**config.mk**
```make
export PLATFORM = sky130hd
export DESIGN_NAME = idct8_seq
export DESIGN_NICKNAME = d
export VERILOG_FILES = /design/src/design/idct8_pkg.sv /design/src/design/idct8_seq.sv
export SDC_FILE = /design/constraint.sdc
export NUM_CORES = 1
export LEC_CHECK = 0
export BUFFER_PORTS_ARGS = -buffer_cell sky130_fd_sc_hd__buf_2
export CAP_MARGIN = 20
export CORE_MARGIN = 1.5
export CORE_UTILIZATION = 54
export CTS_CLUSTER_DIAMETER = 30
export DETAILED_ROUTE_END_ITERATION = 7
export PLACE_DENSITY = 0.82
export SLEW_MARGIN = 30
export SYNTH_ARGS = -nofsm -noshare
export SYNTH_HDL_FRONTEND = slang
export SYNTH_SLANG_ARGS = --single-unit
```
**constraint.sdc**
```tcl
create_clock -name clk -period 3.02 [get_ports clk]
set_input_delay 0.302 -clock clk [delete_from_list [all_inputs] [get_ports clk]]
set_output_delay 0.302 -clock clk [all_outputs]
set_load 0.05 [all_outputs]
```
**src/design/idct8_pkg.sv**
```systemverilog
// ----------------------------------------------------------------------------
// idct8_pkg
// Shared types, widths and the cosine table of the 8x8 inverse DCT.
// ----------------------------------------------------------------------------
package idct8_pkg;

  localparam int N       = 8;
  localparam int IDX_W   = 3;
  localparam int ADDR_W  = 6;
  localparam int CIN_W   = 15;
  localparam int CST_W   = 16;
  localparam int T_W     = 22;
  localparam int COEF_W  = 12;
  localparam int ACC_W   = 37;
  localparam int PIX_W   = 8;
  localparam int REM_W   = 4;

  typedef enum logic [1:0] {
    ST_LOAD,
    ST_PASS1,
    ST_PASS2,
    ST_DRAIN
  } state_t;

  typedef struct packed {
    logic              wr_en;
    logic [ADDR_W-1:0] wr_addr;
    logic [ADDR_W-1:0] coef_rd_addr;
    logic [IDX_W-1:0]  t_rd_row;
    logic              acc_en;
    logic              acc_clr;
    logic              pass2;
    logic [IDX_W-1:0]  coef_k;
    logic [IDX_W-1:0]  coef_row;
    logic              t_wr;
    logic [IDX_W-1:0]  t_wr_row;
    logic              pix_ld;
    logic              pix_shift;
  } ctrl_t;

  localparam logic signed [COEF_W-1:0] COEF [N][N] = '{
    '{ 12'sd1448,  12'sd1448,  12'sd1448,  12'sd1448,
       12'sd1448,  12'sd1448,  12'sd1448,  12'sd1448 },
    '{ 12'sd2008,  12'sd1702,  12'sd1137,  12'sd399,
      -12'sd399,  -12'sd1137, -12'sd1702, -12'sd2008 },
    '{ 12'sd1892,  12'sd783,  -12'sd783,  -12'sd1892,
      -12'sd1892, -12'sd783,   12'sd783,   12'sd1892 },
    '{ 12'sd1702, -12'sd399,  -12'sd2008, -12'sd1137,
       12'sd1137,  12'sd2008,  12'sd399,  -12'sd1702 },
    '{ 12'sd1448, -12'sd1448, -12'sd1448,  12'sd1448,
       12'sd1448, -12'sd1448, -12'sd1448,  12'sd1448 },
    '{ 12'sd1137, -12'sd2008,  12'sd399,   12'sd1702,
      -12'sd1702, -12'sd399,   12'sd2008, -12'sd1137 },
    '{ 12'sd783,  -12'sd1892,  12'sd1892, -12'sd783,
      -12'sd783,   12'sd1892, -12'sd1892,  12'sd783 },
    '{ 12'sd399,  -12'sd1137,  12'sd1702, -12'sd2008,
       12'sd2008, -12'sd1702,  12'sd1137, -12'sd399 }
  };

endpackage

```
**src/design/idct8_seq.sv**
```systemverilog
// ----------------------------------------------------------------------------
// idct8_seq
// Sequencer: load count, pass and row counters, read pipeline, drain count.
// ----------------------------------------------------------------------------
module idct8_seq (
  input  logic              clk,
  input  logic              rst,
  input  logic              in_valid,
  output logic              in_ready,
  output logic              out_valid,
  input  logic              out_ready,
  output logic              out_last,
  output idct8_pkg::ctrl_t  ctrl
);

  idct8_pkg::state_t state, state_next;

  logic [idct8_pkg::ADDR_W-1:0] load_count;
  logic [idct8_pkg::IDX_W-1:0]  row, k;
  logic [idct8_pkg::REM_W-1:0]  remain;
  logic                         v1, p2_1, v2, p2_2, last2;
  logic [idct8_pkg::IDX_W-1:0]  k1, row1, row2;
  logic                         issue, in_acc, out_acc;

  assign in_acc  = in_valid && in_ready;
  assign out_acc = out_valid && out_ready;

  always_comb begin
    state_next = state;
    unique case (state)
      idct8_pkg::ST_LOAD: begin
        if (in_acc && load_count == '1) state_next = idct8_pkg::ST_PASS1;
      end
      idct8_pkg::ST_PASS1: begin
        if (row == '1 && k == '1) state_next = idct8_pkg::ST_PASS2;
      end
      idct8_pkg::ST_PASS2: begin
        if (k == '1) state_next = idct8_pkg::ST_DRAIN;
      end
      idct8_pkg::ST_DRAIN: begin
        if (out_acc && remain == idct8_pkg::REM_W'(1)) begin
          state_next = (row == '1) ? idct8_pkg::ST_LOAD : idct8_pkg::ST_PASS2;
        end
      end
      default: state_next = idct8_pkg::ST_LOAD;
    endcase
  end

  always_comb begin
    in_ready          = (state == idct8_pkg::ST_LOAD);
    issue             = (state == idct8_pkg::ST_PASS1) || (state == idct8_pkg::ST_PASS2);
    out_valid         = (remain != '0);
    out_last          = (row == '1) && (remain == idct8_pkg::REM_W'(1));
    ctrl.wr_en        = in_acc;
    ctrl.wr_addr      = load_count;
    ctrl.coef_rd_addr = {row, k};
    ctrl.t_rd_row     = k;
    ctrl.acc_en       = v1;
    ctrl.acc_clr      = (k1 == '0);
    ctrl.pass2        = p2_1;
    ctrl.coef_k       = k1;
    ctrl.coef_row     = row1;
    ctrl.t_wr         = v2 && !p2_2 && last2;
    ctrl.t_wr_row     = row2;
    ctrl.pix_ld       = v2 && p2_2 && last2;
    ctrl.pix_shift    = out_acc;
  end

  always_ff @(posedge clk) begin
    if (rst) begin
      state      <= idct8_pkg::ST_LOAD;
      load_count <= '0;
      row        <= '0;
      k          <= '0;
      remain     <= '0;
      v1         <= 1'b0;
      v2         <= 1'b0;
    end else begin
      state <= state_next;
      if (in_acc) load_count <= load_count + 1'b1;
      if (state == idct8_pkg::ST_PASS1) begin
        k <= k + 1'b1;
        if (k == '1) row <= row + 1'b1;
      end else if (state == idct8_pkg::ST_PASS2) begin
        k <= k + 1'b1;
      end else if (state == idct8_pkg::ST_DRAIN && out_acc &&
                   remain == idct8_pkg::REM_W'(1)) begin
        row <= row + 1'b1;
      end
      if (ctrl.pix_ld) begin
        remain <= idct8_pkg::REM_W'(idct8_pkg::N);
      end else if (out_acc) begin
        remain <= remain - 1'b1;
      end
      v1 <= issue;
      v2 <= v1;
    end
  end

  // Pipeline tags follow the registered memory read.
  always_ff @(posedge clk) begin
    k1    <= k;
    row1  <= row;
    p2_1  <= (state == idct8_pkg::ST_PASS2);
    row2  <= row1;
    p2_2  <= p2_1;
    last2 <= (k1 == '1);
  end

endmodule

```
==> impl_metrics.csv <==
group,metric,value,unit
status,outcome,"completed",
setup_path,crit_end,"ctrl[0]",
logic_synthesis,yosysTopAreaCell,"dfxtp_1",
logic_synthesis,yosys_register_bits,32,
clock_tree,cts_made_buffers,5,
die,ios,38,
logic_synthesis,syn-num-nets,151,
setup_path,rr_endpoint,"row[0]$_SDFFE_PP0P_",
logic_synthesis,synthSimpleGateAreaFrac,0.1852,
setup_path,path_max_fanout,5,
clock_tree,clk_path_buf_depth,2,
clock_tree,clockRootBuffer,"clkbuf_4",
global_route,grt_pass1_wl,3712,um
die,design.core.area,2297,sq um
logic_synthesis,synth-adder-area-share,0.1019,
global_route,first_global_vias,929,
die,die_area,2812,sq um
die,die_x,53.03,um
setup_path,path_class,"flip-flop to output pin",
cells_and_area,fillers,183,
logic_synthesis,synth-xor-area-share,0.04537,
logic_synthesis,synth_edf_count,0,
logic_synthesis,synth.distinct_cells,35,
cells_and_area,insertedDiodeCount,0,
cells_and_area,post-route-util,0.6912,
route,detail-route-antenna-nets,0,
clock_tree,clkTransAtPathRegs,0.09,ns
setup_path,cp.required,2.72,ns
route,drcViolationCount,0,
place,dp.cells,192,
timing,setup_viol_count_final,0,
setup_path,regToRegStartpoint,"state[1]$_SDFFE_PP0P_",
logic_synthesis,synthArstFlopShare,0,
route,vias_per_cell,5.205,
setup_path,arrival,1.70,ns
timing,fmax,498.7,MHz
timing,tns,0,ns
logic_synthesis,yosys-top-cells-area,"dfxtp_1, ha_1, nor2_1, buf_4, mux2i_1",
logic_synthesis,synth_top_family_by_area,"simple AND/OR/NAND/NOR gates",
route,first_pass_iters,4,
logic_synthesis,syn_inst,136,
logic_synthesis,synth_compound_gate_area_share,0.08889,
logic_synthesis,yosysWarnings,0,
clock_tree,cts_hold_buf,0,
clock_tree,clock_latency,0.33,ns
setup_path,cp-start-kind,"flip-flop",
global_route,antenna_found_initial,0,
logic_synthesis,netlist_area,1351,sq um
route,wl_per_cell,11.93,um
setup_path,reg2reg_slack,1.23,ns
clock_tree,cts_tree,"done",
clock_tree,postCtsSetupRepairBufs,0,
place,port-buffer-count,37,
timing,rsz0062_at_grt,"no",
route,drt_iter0_markers,8,
logic_synthesis,netlist.area_leader.share,0.4741,
timing,period_minus_slack,2.005,ns
logic_synthesis,ys_seq_area_frac,0.4741,
route,wirelength,2386,um
die,die_y,53.03,um
clock_tree,h-tree-depth,2,
timing,slew_viol_final,0,
logic_synthesis,postSynthAreaPerCell,9.936,sq um
timing,finalCritPeriodShare,0.6640,
cells_and_area,stdcell_count,200,
logic_synthesis,synthMuxAreaShare,0.03796,
setup_path,reg2reg_depth,6,
die,start_util,0.5882,
global_route,grt_max_degree,23,
place,gp_congestion,0.7529,
cells_and_area,layout-drive-gt1-share,0.2907,
die,rows,17,
timing,slew_headroom,0.7372,
logic_synthesis,yosysMostFrequentCell,"dfxtp_1",
clock_tree,cts.repair.resized,0,
timing,fin_worst_skew,0.01073,ns
timing,hold_viol,0,
route,vias,1041,
job,cap_violations,0,
global_route,grt_usage,0.1920,
logic_synthesis,yosys_most_used_dff,"dfxtp_1",
worst_hold_path,min_path_type,"flip-flop to flip-flop",
pwr,ir_worst_vdd,0.6300,mV
setup_path,cp-end-kind,"output pin",
global_route,grt-ovfl-total,0,
logic_synthesis,netlist_top_cells_count,"dfxtp_1, nor2_1, ha_1, nand2_1",
clock_tree,cts_sinks,32,
timing,worst_pin_slew,0.3942,ns
place,dpl.hpwl,1786,um
pwr,leakage,0.7645,nW
pwr,power_density,797.2,nW/um^2
cells_and_area,area_delta_synth_final,17.50,%
cells_and_area,final_nets,186,
setup_path,startpoint,"remain[0]$_SDFFE_PP0P_",
==> how the worst min path moves through the flow <==
stage               cells past startpoint  slack [ns]                end             from
floorplan                               0        0.33       p2_2$_DFF_P_     p2_1$_DFF_P_
global placement                        0        0.33    row2[1]$_DFF_P_  row1[1]$_DFF_P_
detailed placement                      0        0.33    row2[0]$_DFF_P_  row1[0]$_DFF_P_
CTS                                     2        0.34  k[2]$_SDFFE_PP0P_              rst
global route                            0        0.36    row2[0]$_DFF_P_  row1[0]$_DFF_P_
finish                                  0        0.35    row2[2]$_DFF_P_  row1[2]$_DFF_P_
==> power breakdown <==
group	switching (W)	total [W]	leakage [nW]	internal (W)
Clock	0.000138	0.000311	0.0422	0.000173
Sequential	0.0000400	0.000501	0.259	0.000461
Combinational	0.000323	0.000453	0.464	0.000129
==> worst max-delay path, cell delays in order (launching register included) <==
cell and delay, ns:
dfxtp_1 0.40, inv_1 0.06, ha_1 0.26, a21boi_1 0.33, buf_2 0.33
==> flip-flops by register name (all words and copies together) (netlist names) <==
register    count
p2_2            1
state           2
v1              1
row2            3
v2              1
last2           1
k1              3
load_count      6
row             3
remain          4
p2_1            1
row1            3
k               3
==> through the flow <==
stage               hold slack (ns)  worst slack [ns]  power (W)  area (sq um)
floorplan                    0.3319             1.089  0.0008957          1351
global placement             0.3278             1.352  0.0009510          1511
detailed placement           0.3329             1.232  0.0009652          1511
CTS                          0.3434            0.9771   0.001279          1588
global route                 0.3570            0.9010   0.001332          1588
finish                       0.3517             1.015   0.001266          1588
==> layout by cell type, fill, tap and decap left out, drive strengths merged, types with 2 or more instances in the layout <==
cell	instances
o41ai	2
nand3	2
buf	37
or3	2
and3	2
xnor2	4
nor2b	5
nand4	3
nor2	17
a21oi	5
nor3	3
xor2	3
clkbuf	6
mux2i	4
nand2	8
dfxtp	32
nand2b	5
ha	11
inv	8
==> cell families after synthesis <==
family                   count (synthesis)
AND/OR/NAND/NOR                         48
flip-flops                              32
buffers and inverters                   17
AO/OA/AOI/OAI                           16
adder cells (fa/ha/maj)                 11
XOR/XNOR                                 7
multiplexers                             5
==> per-layer routing <==
layer	part of all wire	wire length, um	GRT usage	up-vias
li1	-	-	-	526
met4	0.028	67	0.1410	0
met1	0.44	1043	0.1940	475
met3	0.049	118	0.05932	8
met2	0.48	1156	0.3292	32
met5	0	0	0	-
==> layout make-up <==
class / instances / area [sq um] / area share
inverters: 8 / 30.03 / 0.01891
clock buffers: 6 / 41.29 / 0.02600
flip-flops and latches: 32 / 640.6 / 0.4035
multi-input cells: 87 / 620.6 / 0.3909
clock inverters: 2 / 35.03 / 0.02206
well taps: 28 / 35.03 / 0.02206
repair buffers: 37 / 185.2 / 0.1166
No activity file was read; power rests on OpenSTA's default activity.
