## src/design/idct8_pkg.sv

```systemverilog
// ----------------------------------------------------------------------------
// idct8_pkg
// Shared types, widths and the cosine table of the 8x8 inverse DCT.
// ----------------------------------------------------------------------------
package idct8_pkg;

  localparam int N       = 8;
  localparam int IDX_W   = 3;
  localparam int ADDR_W  = 6;
  localparam int CIN_W   = 15;
  localparam int CST_W   = 16;
  localparam int T_W     = 22;
  localparam int COEF_W  = 12;
  localparam int ACC_W   = 37;
  localparam int PIX_W   = 8;
  localparam int REM_W   = 4;

  typedef enum logic [1:0] {
    ST_LOAD,
    ST_PASS1,
    ST_PASS2,
    ST_DRAIN
  } state_t;

  typedef struct packed {
    logic              wr_en;
    logic [ADDR_W-1:0] wr_addr;
    logic [ADDR_W-1:0] coef_rd_addr;
    logic [IDX_W-1:0]  t_rd_row;
    logic              acc_en;
    logic              acc_clr;
    logic              pass2;
    logic [IDX_W-1:0]  coef_k;
    logic [IDX_W-1:0]  coef_row;
    logic              t_wr;
    logic [IDX_W-1:0]  t_wr_row;
    logic              pix_ld;
    logic              pix_shift;
  } ctrl_t;

  localparam logic signed [COEF_W-1:0] COEF [N][N] = '{
    '{ 12'sd1448,  12'sd1448,  12'sd1448,  12'sd1448,
       12'sd1448,  12'sd1448,  12'sd1448,  12'sd1448 },
    '{ 12'sd2008,  12'sd1702,  12'sd1137,  12'sd399,
      -12'sd399,  -12'sd1137, -12'sd1702, -12'sd2008 },
    '{ 12'sd1892,  12'sd783,  -12'sd783,  -12'sd1892,
      -12'sd1892, -12'sd783,   12'sd783,   12'sd1892 },
    '{ 12'sd1702, -12'sd399,  -12'sd2008, -12'sd1137,
       12'sd1137,  12'sd2008,  12'sd399,  -12'sd1702 },
    '{ 12'sd1448, -12'sd1448, -12'sd1448,  12'sd1448,
       12'sd1448, -12'sd1448, -12'sd1448,  12'sd1448 },
    '{ 12'sd1137, -12'sd2008,  12'sd399,   12'sd1702,
      -12'sd1702, -12'sd399,   12'sd2008, -12'sd1137 },
    '{ 12'sd783,  -12'sd1892,  12'sd1892, -12'sd783,
      -12'sd783,   12'sd1892, -12'sd1892,  12'sd783 },
    '{ 12'sd399,  -12'sd1137,  12'sd1702, -12'sd2008,
       12'sd2008, -12'sd1702,  12'sd1137, -12'sd399 }
  };

endpackage

```

## src/design/idct8_cell.sv

```systemverilog
// ----------------------------------------------------------------------------
// idct8_cell
// One multiply-accumulate cell with its slot of the pixel shift chain.
// ----------------------------------------------------------------------------
module idct8_cell (
  input  logic                                   clk,
  input  logic                                   acc_en,
  input  logic                                   acc_clr,
  input  logic signed [idct8_pkg::T_W-1:0]       operand,
  input  logic signed [idct8_pkg::COEF_W-1:0]    coef,
  input  logic                                   pix_ld,
  input  logic                                   pix_shift,
  input  logic        [idct8_pkg::PIX_W-1:0]     pix_in,
  output logic signed [idct8_pkg::ACC_W-1:0]     acc,
  output logic        [idct8_pkg::PIX_W-1:0]     pix
);

  logic signed [idct8_pkg::T_W+idct8_pkg::COEF_W-1:0] prod_raw;
  logic signed [idct8_pkg::ACC_W-1:0] prod;
  logic signed [idct8_pkg::ACC_W-1:0] base;
  logic        [idct8_pkg::PIX_W-1:0] clipped;

  // 22 x 12 signed product, then sign-extended to the accumulator width.
  assign prod_raw = operand * coef;
  assign prod     = idct8_pkg::ACC_W'(prod_raw);
  assign base     = acc_clr ? '0 : acc;

  // Floor shift by 16, then clip to 0..255.
  always_comb begin
    if (acc[idct8_pkg::ACC_W-1]) begin
      clipped = '0;
    end else if (acc[idct8_pkg::ACC_W-2:24] != '0) begin
      clipped = '1;
    end else begin
      clipped = acc[23:16];
    end
  end

  always_ff @(posedge clk) begin
    if (acc_en) begin
      acc <= base + prod;
    end
    if (pix_ld) begin
      pix <= clipped;
    end else if (pix_shift) begin
      pix <= pix_in;
    end
  end

endmodule

```

## config.mk

```make
export PLATFORM = sky130hd
export DESIGN_NAME = idct8_cell
export DESIGN_NICKNAME = d
export VERILOG_FILES = /design/src/design/idct8_pkg.sv /design/src/design/idct8_cell.sv
export SDC_FILE = /design/constraint.sdc
export NUM_CORES = 1
export LEC_CHECK = 0
export BUFFER_PORTS_ARGS = -buffer_cell sky130_fd_sc_hd__buf_4
export CAP_MARGIN = 20
export CORE_MARGIN = 3
export CORE_UTILIZATION = 50
export DETAILED_ROUTE_END_ITERATION = 8
export GPL_ROUTABILITY_DRIVEN = 0
export PLACE_DENSITY = 0.68
export SYNTH_ARGS = -nofsm -noshare
export SYNTH_HDL_FRONTEND = slang
export SYNTH_SLANG_ARGS = --single-unit
```

## constraint.sdc

```tcl
create_clock -name clk -period 9.1 [get_ports clk]
set_clock_uncertainty 0.1 [all_clocks]
set_input_delay 1.82 -clock clk [delete_from_list [all_inputs] [get_ports clk]]
set_output_delay 1.82 -clock clk [all_outputs]
set_load 0.005 [all_outputs]
```

==> metrics.txt, run 1 <==
drt pass-1 iters 5; Worst EP required 9.03 ns; Routed Antenna Nets 0; Final Max Tran Viols 0; Detailed Place HPWL 25.0 mm; CTS tree yes; Synth Net Count 1719; final WL 29.9 mm; Mapped Avg Cell Area 9.70 sq um; Core ar. 24500 sq um; Top FF cell, synth edfxtp_1; Startpoint Class input port; final hold viol count 0; Clk pin slew, worst setup/hold paths 0.07 ns; CTS Buf Count 5; commonest cells in the synthesized netlist fa_1, inv_1, nand2_1; Worst path slowest cell fa_1; most used cell, CP fa_1; crit-path cells buf_4 > nand2_1 > fa_1 > inv_1 > fa_1 > fa_1 > inv_1 > fa_1 > inv_1 > fa_1 > ha_1 > ha_1 > a21o_1 > a21o_1 > a21o_1 > or4_1 > nor2_1 > a311oi_1; achievable frequency 135 MHz; Final Cycle Share 0.813; PortBufs 91; Min-Delay Path Class reg -> reg; RSZ-0062 raised after global routing no; Max-Slew Margin vs Limit 0.422; maxcap violations 0; Critical Path AT 7.32 ns; Syn Inst Count 1294; status completed; post-layout net count 1753; setup violators final 0; H-tree depth 2; Overflow after GRT 0; area share of the largest cell type after synthesis 0.454; count leader, synth fa_1; CTS resizes 0; setup TNS 0 ns; Rows 57; Initial Util 0.512; CTS max path bufs 2; DIE WIDTH 164 um; Layout Utilization 0.552; vias 8872; #FFs+latches synth 45; Synth Cell Area 12600 sq um; slew at the pin closest to its max-slew limit 0.867 ns; first-pass GRT wire length 50.5 mm; die extent in y 164 um; CTS root buf clkbuf_16; largest net degree at the start of global routing 38; Synth area leader fa_1; worst setup path category in -> reg; ys async rst share 0; Distinct cells, synth 56; boundary pin count 92; sequential element share of the synthesized area 0.108; layout cells sized above 1 0.0903; Total Die Area 27100 sq um; R2R setup slack 3.94 ns; hold_buf cts 0; vias in the first global route 9516; EDFF count, synth 45; post-layout min period 7.40 ns; GRT Util Overall 0.237; endpoint type of the worst setup path flip-flop; vias per cell 5.37; Iteration-0 DRC Markers 657; Worst-Skew Late Latency 0.30 ns; clk sinks 45; # diodes 0; Setup Fix Bufs, Post-CTS 0; DRC 0; CP max FO 22; initial antenna violation count 0; synth top area cells fa_1, edfxtp_1, ha_1, inv_1, and2_1; Area Growth Syn to Fin 7.76%; Ys Warns 0; CP peak stage delay 0.56 ns; routed len/inst 18.1 um
==> layout make-up <==
type,instances,area [sq um]
Fill cell,2260,11000
Inverter,237,890
Clock inverter,3,17.5
Multi-Input combinational cell,948,10100
Tap cell,324,405
Timing Repair Buffer,91,683
Sequential cell,45,1350
Clock buffer,5,125
==> worst max-delay path: cells and delay by family <==
kind,cells,cell delay [ns]
simple gates,3,0.78
buf+inv,4,0.85
compound gates,4,0.62
fa+ha+maj,7,3.24
==> per-stage QoR <==
stage          setup WS [ns]  hold slack (ns)  area, sq um  cells
3_3_place_gp            1.51            0.581        13400   1645
3_5_place_dp            1.38            0.598        13400   1645
2_1_floorplan           1.74            0.582        12600   1294
4_1_cts                 1.70            0.624        13500   1653
5_1_grt                 1.36            0.680        13500   1653
6_report                1.70            0.616        13500   1653
==> layer usage <==
layer | track usage | up-vias | routed length (um)
met2 | 0.360 | 285 | 13600
li1 | - | 4046 | -
met4 | 0.0438 | 0 | 287
met3 | 0.0414 | 25 | 2100
met1 | 0.363 | 4516 | 13900
met5 | 0 | - | 0
==> state kept, by name, indices dropped and copies added (netlist names) <==
register  count
pix           8
acc          37
==> cells by family after synthesis <==
family          count (synthesis)  synth area share
buf+inv                       301            0.0913
mux                            11           0.00957
simple gates                  412             0.164
flops                          45             0.108
fa+ha+maj                     378             0.547
xor+xnor                       30            0.0209
compound gates                117            0.0597
==> worst paths after layout <==
path,startpoint,end,cells after the start
worst max-delay path,coef[0],acc[34]$_DFFE_PP_,18
worst min-delay path,acc[0]$_DFFE_PP_,acc[0]$_DFFE_PP_,2
worst max register to register,acc[22]$_DFFE_PP_,acc[35]$_DFFE_PP_,14
worst min register to register,acc[0]$_DFFE_PP_,acc[0]$_DFFE_PP_,2
==> placed cells by master, fill, tap and decap left out, types with 2 or more instances in the layout <==
| cell type | count |
|---|---|
| nand2b_1 | 19 |
| nand2_1 | 167 |
| mux2i_1 | 3 |
| a211oi_1 | 3 |
| o21bai_1 | 3 |
| a21boi_0 | 2 |
| xor2_1 | 7 |
| o31ai_1 | 2 |
| o21ai_0 | 18 |
| a31oi_1 | 8 |
| a21oi_1 | 44 |
| fa_1 | 285 |
| buf_4 | 91 |
| inv_1 | 237 |
| or4_1 | 2 |
| xnor2_1 | 23 |
| ha_1 | 93 |
| edfxtp_1 | 45 |
| nor2_1 | 47 |
| nor4_1 | 6 |
| a21o_1 | 12 |
| nor3_1 | 9 |
| mux2_2 | 8 |
| o211ai_1 | 7 |
| clkbuf_16 | 5 |
| a2111oi_0 | 2 |
| nor2b_1 | 19 |
| and3_1 | 7 |
| and2_1 | 108 |
| a221oi_1 | 2 |
| nand4_1 | 5 |
| a311oi_1 | 4 |
| nand3_1 | 9 |
| or2_2 | 3 |
| clkinv_2 | 2 |
Power of run 1 is not shown: default switching activity piles up to over one toggle a cycle in this logic, so the estimate is an artifact.
==> run 2, diff against run 1 <==
==> constraint.sdc (replaced) <==
create_clock -name clk -period 7.1 [get_ports clk]
set_clock_uncertainty 0.1 [all_clocks]
set_input_delay 1.42 -clock clk [delete_from_list [all_inputs] [get_ports clk]]
set_output_delay 1.42 -clock clk [all_outputs]
set_load 0.005 [all_outputs]
==> run 2 against run 1 <==
Net effect: setup slack got worse by 1.4 ns; count of clock-buffer cells in the layout increased by 1; critical path depth decreased by 1; worst hold slack about the same; core utilization increased by 0.99 points; sequential share of layout area decreased by 0.18 points.
==> metrics.txt, run 2 (synthesis results as in run 1) <==
routed len/inst 17.3 um (was 18.1 um); FILL cells 2205 (was 2260); maxcap violations 0 (unchanged); CP max FO 12 (was 22); crit-path cells buf_4 > and2_1 > fa_1 > inv_1 > fa_1 > inv_1 > fa_1 > fa_1 > fa_1 > fa_1 > ha_1 > and3_4 > nand3_2 > or3_4 > a211oi_4 > nor2_2 > a311oi_2 (was buf_4 > nand2_1 > fa_1 > inv_1 > fa_1 > fa_1 > inv_1 > fa_1 > inv_1 > fa_1 > ha_1 > ha_1 > a21o_1 > a21o_1 > a21o_1 > or4_1 > nor2_1 > a311oi_1); CTS resizes 0 (unchanged); Initial Util 0.512 (unchanged); Crit. Startpoint operand[5] (was coef[0]); biggest regs acc x37, pix x8 (unchanged); setup TNS 0 ns (unchanged); PortBufs 91 (unchanged); vias per cell 5.24 (was 5.37); Rows 57 (unchanged); Min-Delay Path Class reg -> reg (unchanged); Detailed Place HPWL 25.6 mm (was 25.0 mm); final hold viol count 0 (unchanged); Area Growth Syn to Fin 9.70% (was 7.76%); Critical Path AT 6.78 ns (was 7.32 ns); Clk pin slew, worst setup/hold paths 0.06 ns (was 0.07 ns); Total Die Area 27100 sq um (unchanged); first-pass GRT wire length 49.3 mm (was 50.5 mm); worst path buffer plus inverter count 3 (was 4); Max-Slew Margin vs Limit 0.551 (was 0.422); # diodes 0 (unchanged); CTS max path bufs 2 (unchanged); endpoint type of the worst setup path flip-flop (unchanged); clk sinks 45 (unchanged); most frequent cells in the layout fa_1, inv_1, nand2_1 (unchanged); CP peak stage delay 0.54 ns (was 0.56 ns); GRT Util Overall 0.232 (was 0.237); Core ar. 24500 sq um (unchanged); DRC 0 (unchanged); reg-to-reg critical path startpoint acc[10]$_DFFE_PP_ (was acc[22]$_DFFE_PP_); largest net degree at the start of global routing 38 (unchanged); Setup Fix Bufs, Post-CTS 0 (unchanged); Worst-Skew Late Latency 0.29 ns (was 0.30 ns); boundary pin count 92 (unchanged); initial antenna violation count 0 (unchanged); Overflow after GRT 0 (unchanged); hold_buf cts 0 (unchanged); CTS tree yes (unchanged); CTS root buf clkbuf_16 (unchanged); commonest non-fill, non-tap cell in the layout fa_1 (unchanged); setup violators final 0 (unchanged); H-tree depth 2 (unchanged); Final Max Tran Viols 0 (unchanged); layout cells sized above 1 0.110 (was 0.0903); max FFs per register 37 (unchanged); most used cell, CP fa_1 (unchanged); Startpoint Class input port (unchanged); vias 8818 (was 8872); CP top delay family adder cells (unchanged); status completed (unchanged); achievable frequency 148 MHz; post-layout min period 6.76 ns; die extent in y 164 um (unchanged); RSZ-0062 raised after global routing no (unchanged); drt pass-1 iters 5 (unchanged); Most flops, register acc (unchanged); Iteration-0 DRC Markers 568 (was 657); worst setup path category in -> reg (unchanged); vias in the first global route 9221 (was 9516); Routed Antenna Nets 0 (unchanged); CTS Buf Count 5 (unchanged); Min-Delay Startpoint acc[0]$_DFFE_PP_ (unchanged); Final Cycle Share 0.952; post-layout net count 1785 (was 1753); final WL 29.2 mm (was 29.9 mm); Worst EP required 7.12 ns (was 9.03 ns); slew at the pin closest to its max-slew limit 0.663 ns (was 0.867 ns); Worst path slowest cell fa_1 (unchanged); DIE WIDTH 164 um (unchanged)
[run 2: changes by cell type in the layout (fill, tap and decap cells not counted), sizes merged]
cell | previous run | this run
clkinv | 2 | 1
buf | 91 | 123
clkbuf | 5 | 6
clkinvlp | 1 | 0
[run 2: cell type report]
| class | count | area (sq um) | area share |
|---|---|---|---|
| clock inverters | 1 | 3.75 | 0.000273 |
| multi-input cells | 948 | 10100 | 0.730 |
| flip-flops and latches | 45 | 1350 | 0.0981 |
| well taps | 324 | 405 | 0.0294 |
| clock buffers | 6 | 129 | 0.00936 |
| inverters | 237 | 890 | 0.0646 |
| repair buffers | 123 | 936 | 0.0679 |
[run 2: worst paths after layout]
check | slack (ns) | cells after the start | endpoint
max reg2reg | 1.95 | 14 | acc[31]$_DFFE_PP_
min reg2reg | 0.62 | 2 | acc[0]$_DFFE_PP_
min | 0.62 | 2 | acc[0]$_DFFE_PP_
max | 0.34 | 17 | acc[31]$_DFFE_PP_
[run 2: worst register-to-register path, delay by kind of cell, from the launching register on]
family | cells | cell delay (ns)
AOI/OAI and AO/OA | 2 | 0.65
DFF | 1 | 0.39
and+or+nand+nor | 5 | 0.94
adders and majority gates | 6 | 2.84
buffers and inverters | 1 | 0.05
[run 2: through the flow]
step                      std cells  utilization  worst slack, ns  area [sq um]  hold slack (ns)
after floorplan                1294            -            0.142         12600            0.582
after global placement         1677        0.556            0.141         13600            0.590
after detailed placement       1677        0.556           0.0672         13600            0.597
after CTS                      1684        0.561            0.331         13800            0.621
after global routing           1684        0.561           0.0453         13800            0.665
final                          1684        0.561            0.341         13800            0.616
[run 2: metal layers]
layer,vias up,track usage,wire length (um)
li1,4110,-,-
met1,4440,0.370,14200
met2,249,0.342,12900
met3,19,0.0369,1750
met4,0,0.0335,317
met5,-,0,0
Power of run 2 is left out for the same reason.
==> run 3, diff against run 2 <==
--- a/config.mk
+++ b/config.mk
@@ -5,6 +5,7 @@
 export SDC_FILE = /design/constraint.sdc
 export NUM_CORES = 1
 export LEC_CHECK = 0
+export ABC_AREA = 1
 export BUFFER_PORTS_ARGS = -buffer_cell sky130_fd_sc_hd__buf_4
 export CAP_MARGIN = 20
 export CORE_MARGIN = 3
==> run 3 against run 2 <==
Net effect: largest cell class unchanged; synthesized cell count rose by 30%; core utilization shrank 0.94 points; final area increased by 4.4%; sequential cell count unchanged.
==> metrics.txt, run 3 <==
Startpoint Class input port (unchanged); Routed Antenna Nets 0 (unchanged); Layout Utilization 0.552 (was 0.561); Rows 59 (was 57); CTS resizes 0 (unchanged); setup ws final 0.549 ns (was 0.341 ns); synth top area cells fa_1, nand2_1, inv_1, edfxtp_1, ha_1 (was fa_1, edfxtp_1, ha_1, inv_1, and2_1); vias in the first global route 10600 (was 9221); CTS tree yes (unchanged); RSZ-0062 raised after global routing no (unchanged); Total Die Area 28600 sq um (was 27100 sq um); Ys Warns 0 (unchanged); Iteration-0 DRC Markers 940 (was 568); Overflow after GRT 0 (unchanged); most frequent cells in the layout nand2_1, inv_1, fa_1 (was fa_1, inv_1, nand2_1); hold_buf cts 0 (unchanged); Final Cycle Share 0.923 (was 0.952); post-layout min period 6.55 ns (was 6.76 ns); initial antenna violation count 0 (unchanged); vias per cell 4.99 (was 5.24); count leader, synth nand2_1 (was fa_1); commonest non-fill, non-tap cell in the layout nand2_1 (was fa_1); boundary pin count 92 (unchanged); H-tree depth 2 (unchanged); endpoint type of the worst setup path flip-flop (unchanged); ys async rst share 0 (unchanged); Syn Inst Count 1676 (was 1294); PortBufs 91 (unchanged); Max-Slew Margin vs Limit 0.489 (was 0.551); CTS max path bufs 2 (unchanged); vias 10300 (was 8818); die extent in y 169 um (was 164 um); GRT Util Overall 0.249 (was 0.232); Top FF cell, synth edfxtp_1 (unchanged); #FFs+latches synth 45 (unchanged); Min-Delay Path Class reg -> reg (unchanged); drt pass-1 iters 7 (was 5); Area Growth Syn to Fin 8.25% (was 9.70%); Finished Cell Area 14400 sq um (was 13800 sq um); biggest regs acc x37, pix x8 (unchanged); Critical Path AT 6.50 ns (was 6.78 ns); Mapped Avg Cell Area 7.93 sq um (was 9.70 sq um); routed len/inst 16.2 um (was 17.3 um); sequential element share of the synthesized area 0.102 (was 0.108); Synth Net Count 2101 (was 1719); Worst-Skew Late Latency 0.29 ns (about the same); Synth area leader fa_1 (unchanged); FILL cells 2446 (was 2205); status completed (unchanged); EDFF count, synth 45 (unchanged); Distinct cells, synth 27 (was 56); area share of the largest cell type after synthesis 0.429 (was 0.454); largest net degree at the start of global routing 38 (unchanged); Detailed Place HPWL 29.3 mm (was 25.6 mm); Initial Util 0.510 (was 0.512); Synth Cell Area 13300 sq um (was 12600 sq um); first-pass GRT wire length 56.3 mm (was 49.3 mm); Most flops, register acc (unchanged); slew at the pin closest to its max-slew limit 0.766 ns (was 0.663 ns); Place WS 0.245 ns (was 0.0672 ns); DIE WIDTH 169 um (was 164 um); post-layout net count 2155 (was 1785); CTS root buf clkbuf_16 (unchanged); maxcap violations 0 (unchanged); Clk pin slew, worst setup/hold paths 0.07 ns (was 0.06 ns); worst setup path category in -> reg (unchanged); dpl cell area 14300 sq um (was 13600 sq um); layout cells sized above 1 0.0873 (was 0.110); CP max FO 14 (was 12); DRC 0 (unchanged); clk sinks 45 (unchanged); Core ar. 26100 sq um (was 24500 sq um); achievable frequency 153 MHz (was 148 MHz); max FFs per register 37 (unchanged); setup violators final 0 (unchanged); setup TNS 0 ns (unchanged); Worst EP required 7.05 ns (was 7.12 ns); Setup Fix Bufs, Post-CTS 0 (unchanged); commonest cells in the synthesized netlist nand2_1, inv_1, fa_1 (was fa_1, inv_1, nand2_1); final hold viol count 0 (unchanged); # diodes 0 (unchanged); Final Max Tran Viols 0 (unchanged); final WL 33.4 mm (was 29.2 mm); CTS Buf Count 5 (unchanged)
## run 3: changes by cell type after synthesis, moves of 22 or more
cell | before | now
nor2_1 | 47 | 78
nand2_2 | 0 | 24
nand3_1 | 9 | 32
nand2_1 | 167 | 508
and2_1 | 108 | 6
inv_1 | 237 | 459
a21oi_1 | 44 | 22
## run 3: path summary, 6_finish.rpt
path	startpoint	to	slack (ns)	cells past startpoint
max	operand[21]	acc[27]$_DFFE_PP_	0.55	17
min	acc[0]$_DFFE_PP_	acc[0]$_DFFE_PP_	0.59	3
max reg2reg	acc[19]$_DFFE_PP_	acc[27]$_DFFE_PP_	2.33	13
min reg2reg	acc[0]$_DFFE_PP_	acc[0]$_DFFE_PP_	0.59	3
## run 3: cell families after synthesis
logic type	after synthesis	synth area share
AO/OA/AOI/OAI	37	0.0151
XOR/XNOR	18	0.0119
adder cells (fa/ha/maj)	378	0.517
buffers and inverters	522	0.147
flip-flops	45	0.102
AND/OR/NAND/NOR	676	0.207
## run 3: metal layers
metal  GRT usage  up-vias  share of wire
met5           0        -              0
met1       0.377     5033           0.45
met2       0.391      360           0.46
met3      0.0252       43          0.064
li1            -     4860              -
met4      0.0575        0          0.022
## run 3: stage by stage
step                      cells  hold slack [ns]
final                      2065            0.592
after CTS                  2065            0.603
after detailed placement   2058            0.588
after global routing       2065            0.639
after global placement     2058            0.570
after floorplan            1676            0.532
## run 3: critical path, cell delays in order
cell,delay [ns]
buf_4,0.16
nand2_1,0.14
fa_1,0.50
inv_1,0.57
fa_1,0.57
fa_1,0.50
fa_1,0.57
fa_1,0.42
ha_1,0.31
ha_1,0.41
nand2_1,0.11
inv_2,0.08
nand2_1,0.10
nor3_2,0.25
nand3_1,0.19
nand4_1,0.13
nand2_1,0.07
## run 3: final cells by class
cell class / instances / area [sq um] / share of cell area
clock buffer: 6 / 129 / 0.00896
sequential: 45 / 1350 / 0.0939
clock inverter: 1 / 3.75 / 0.000261
multi-input combinational: 1109 / 9980 / 0.694
timing repair buffer: 98 / 736 / 0.0511
tap: 335 / 419 / 0.0291
inverter: 471 / 1770 / 0.123
Power of run 3 is left out for the same reason.
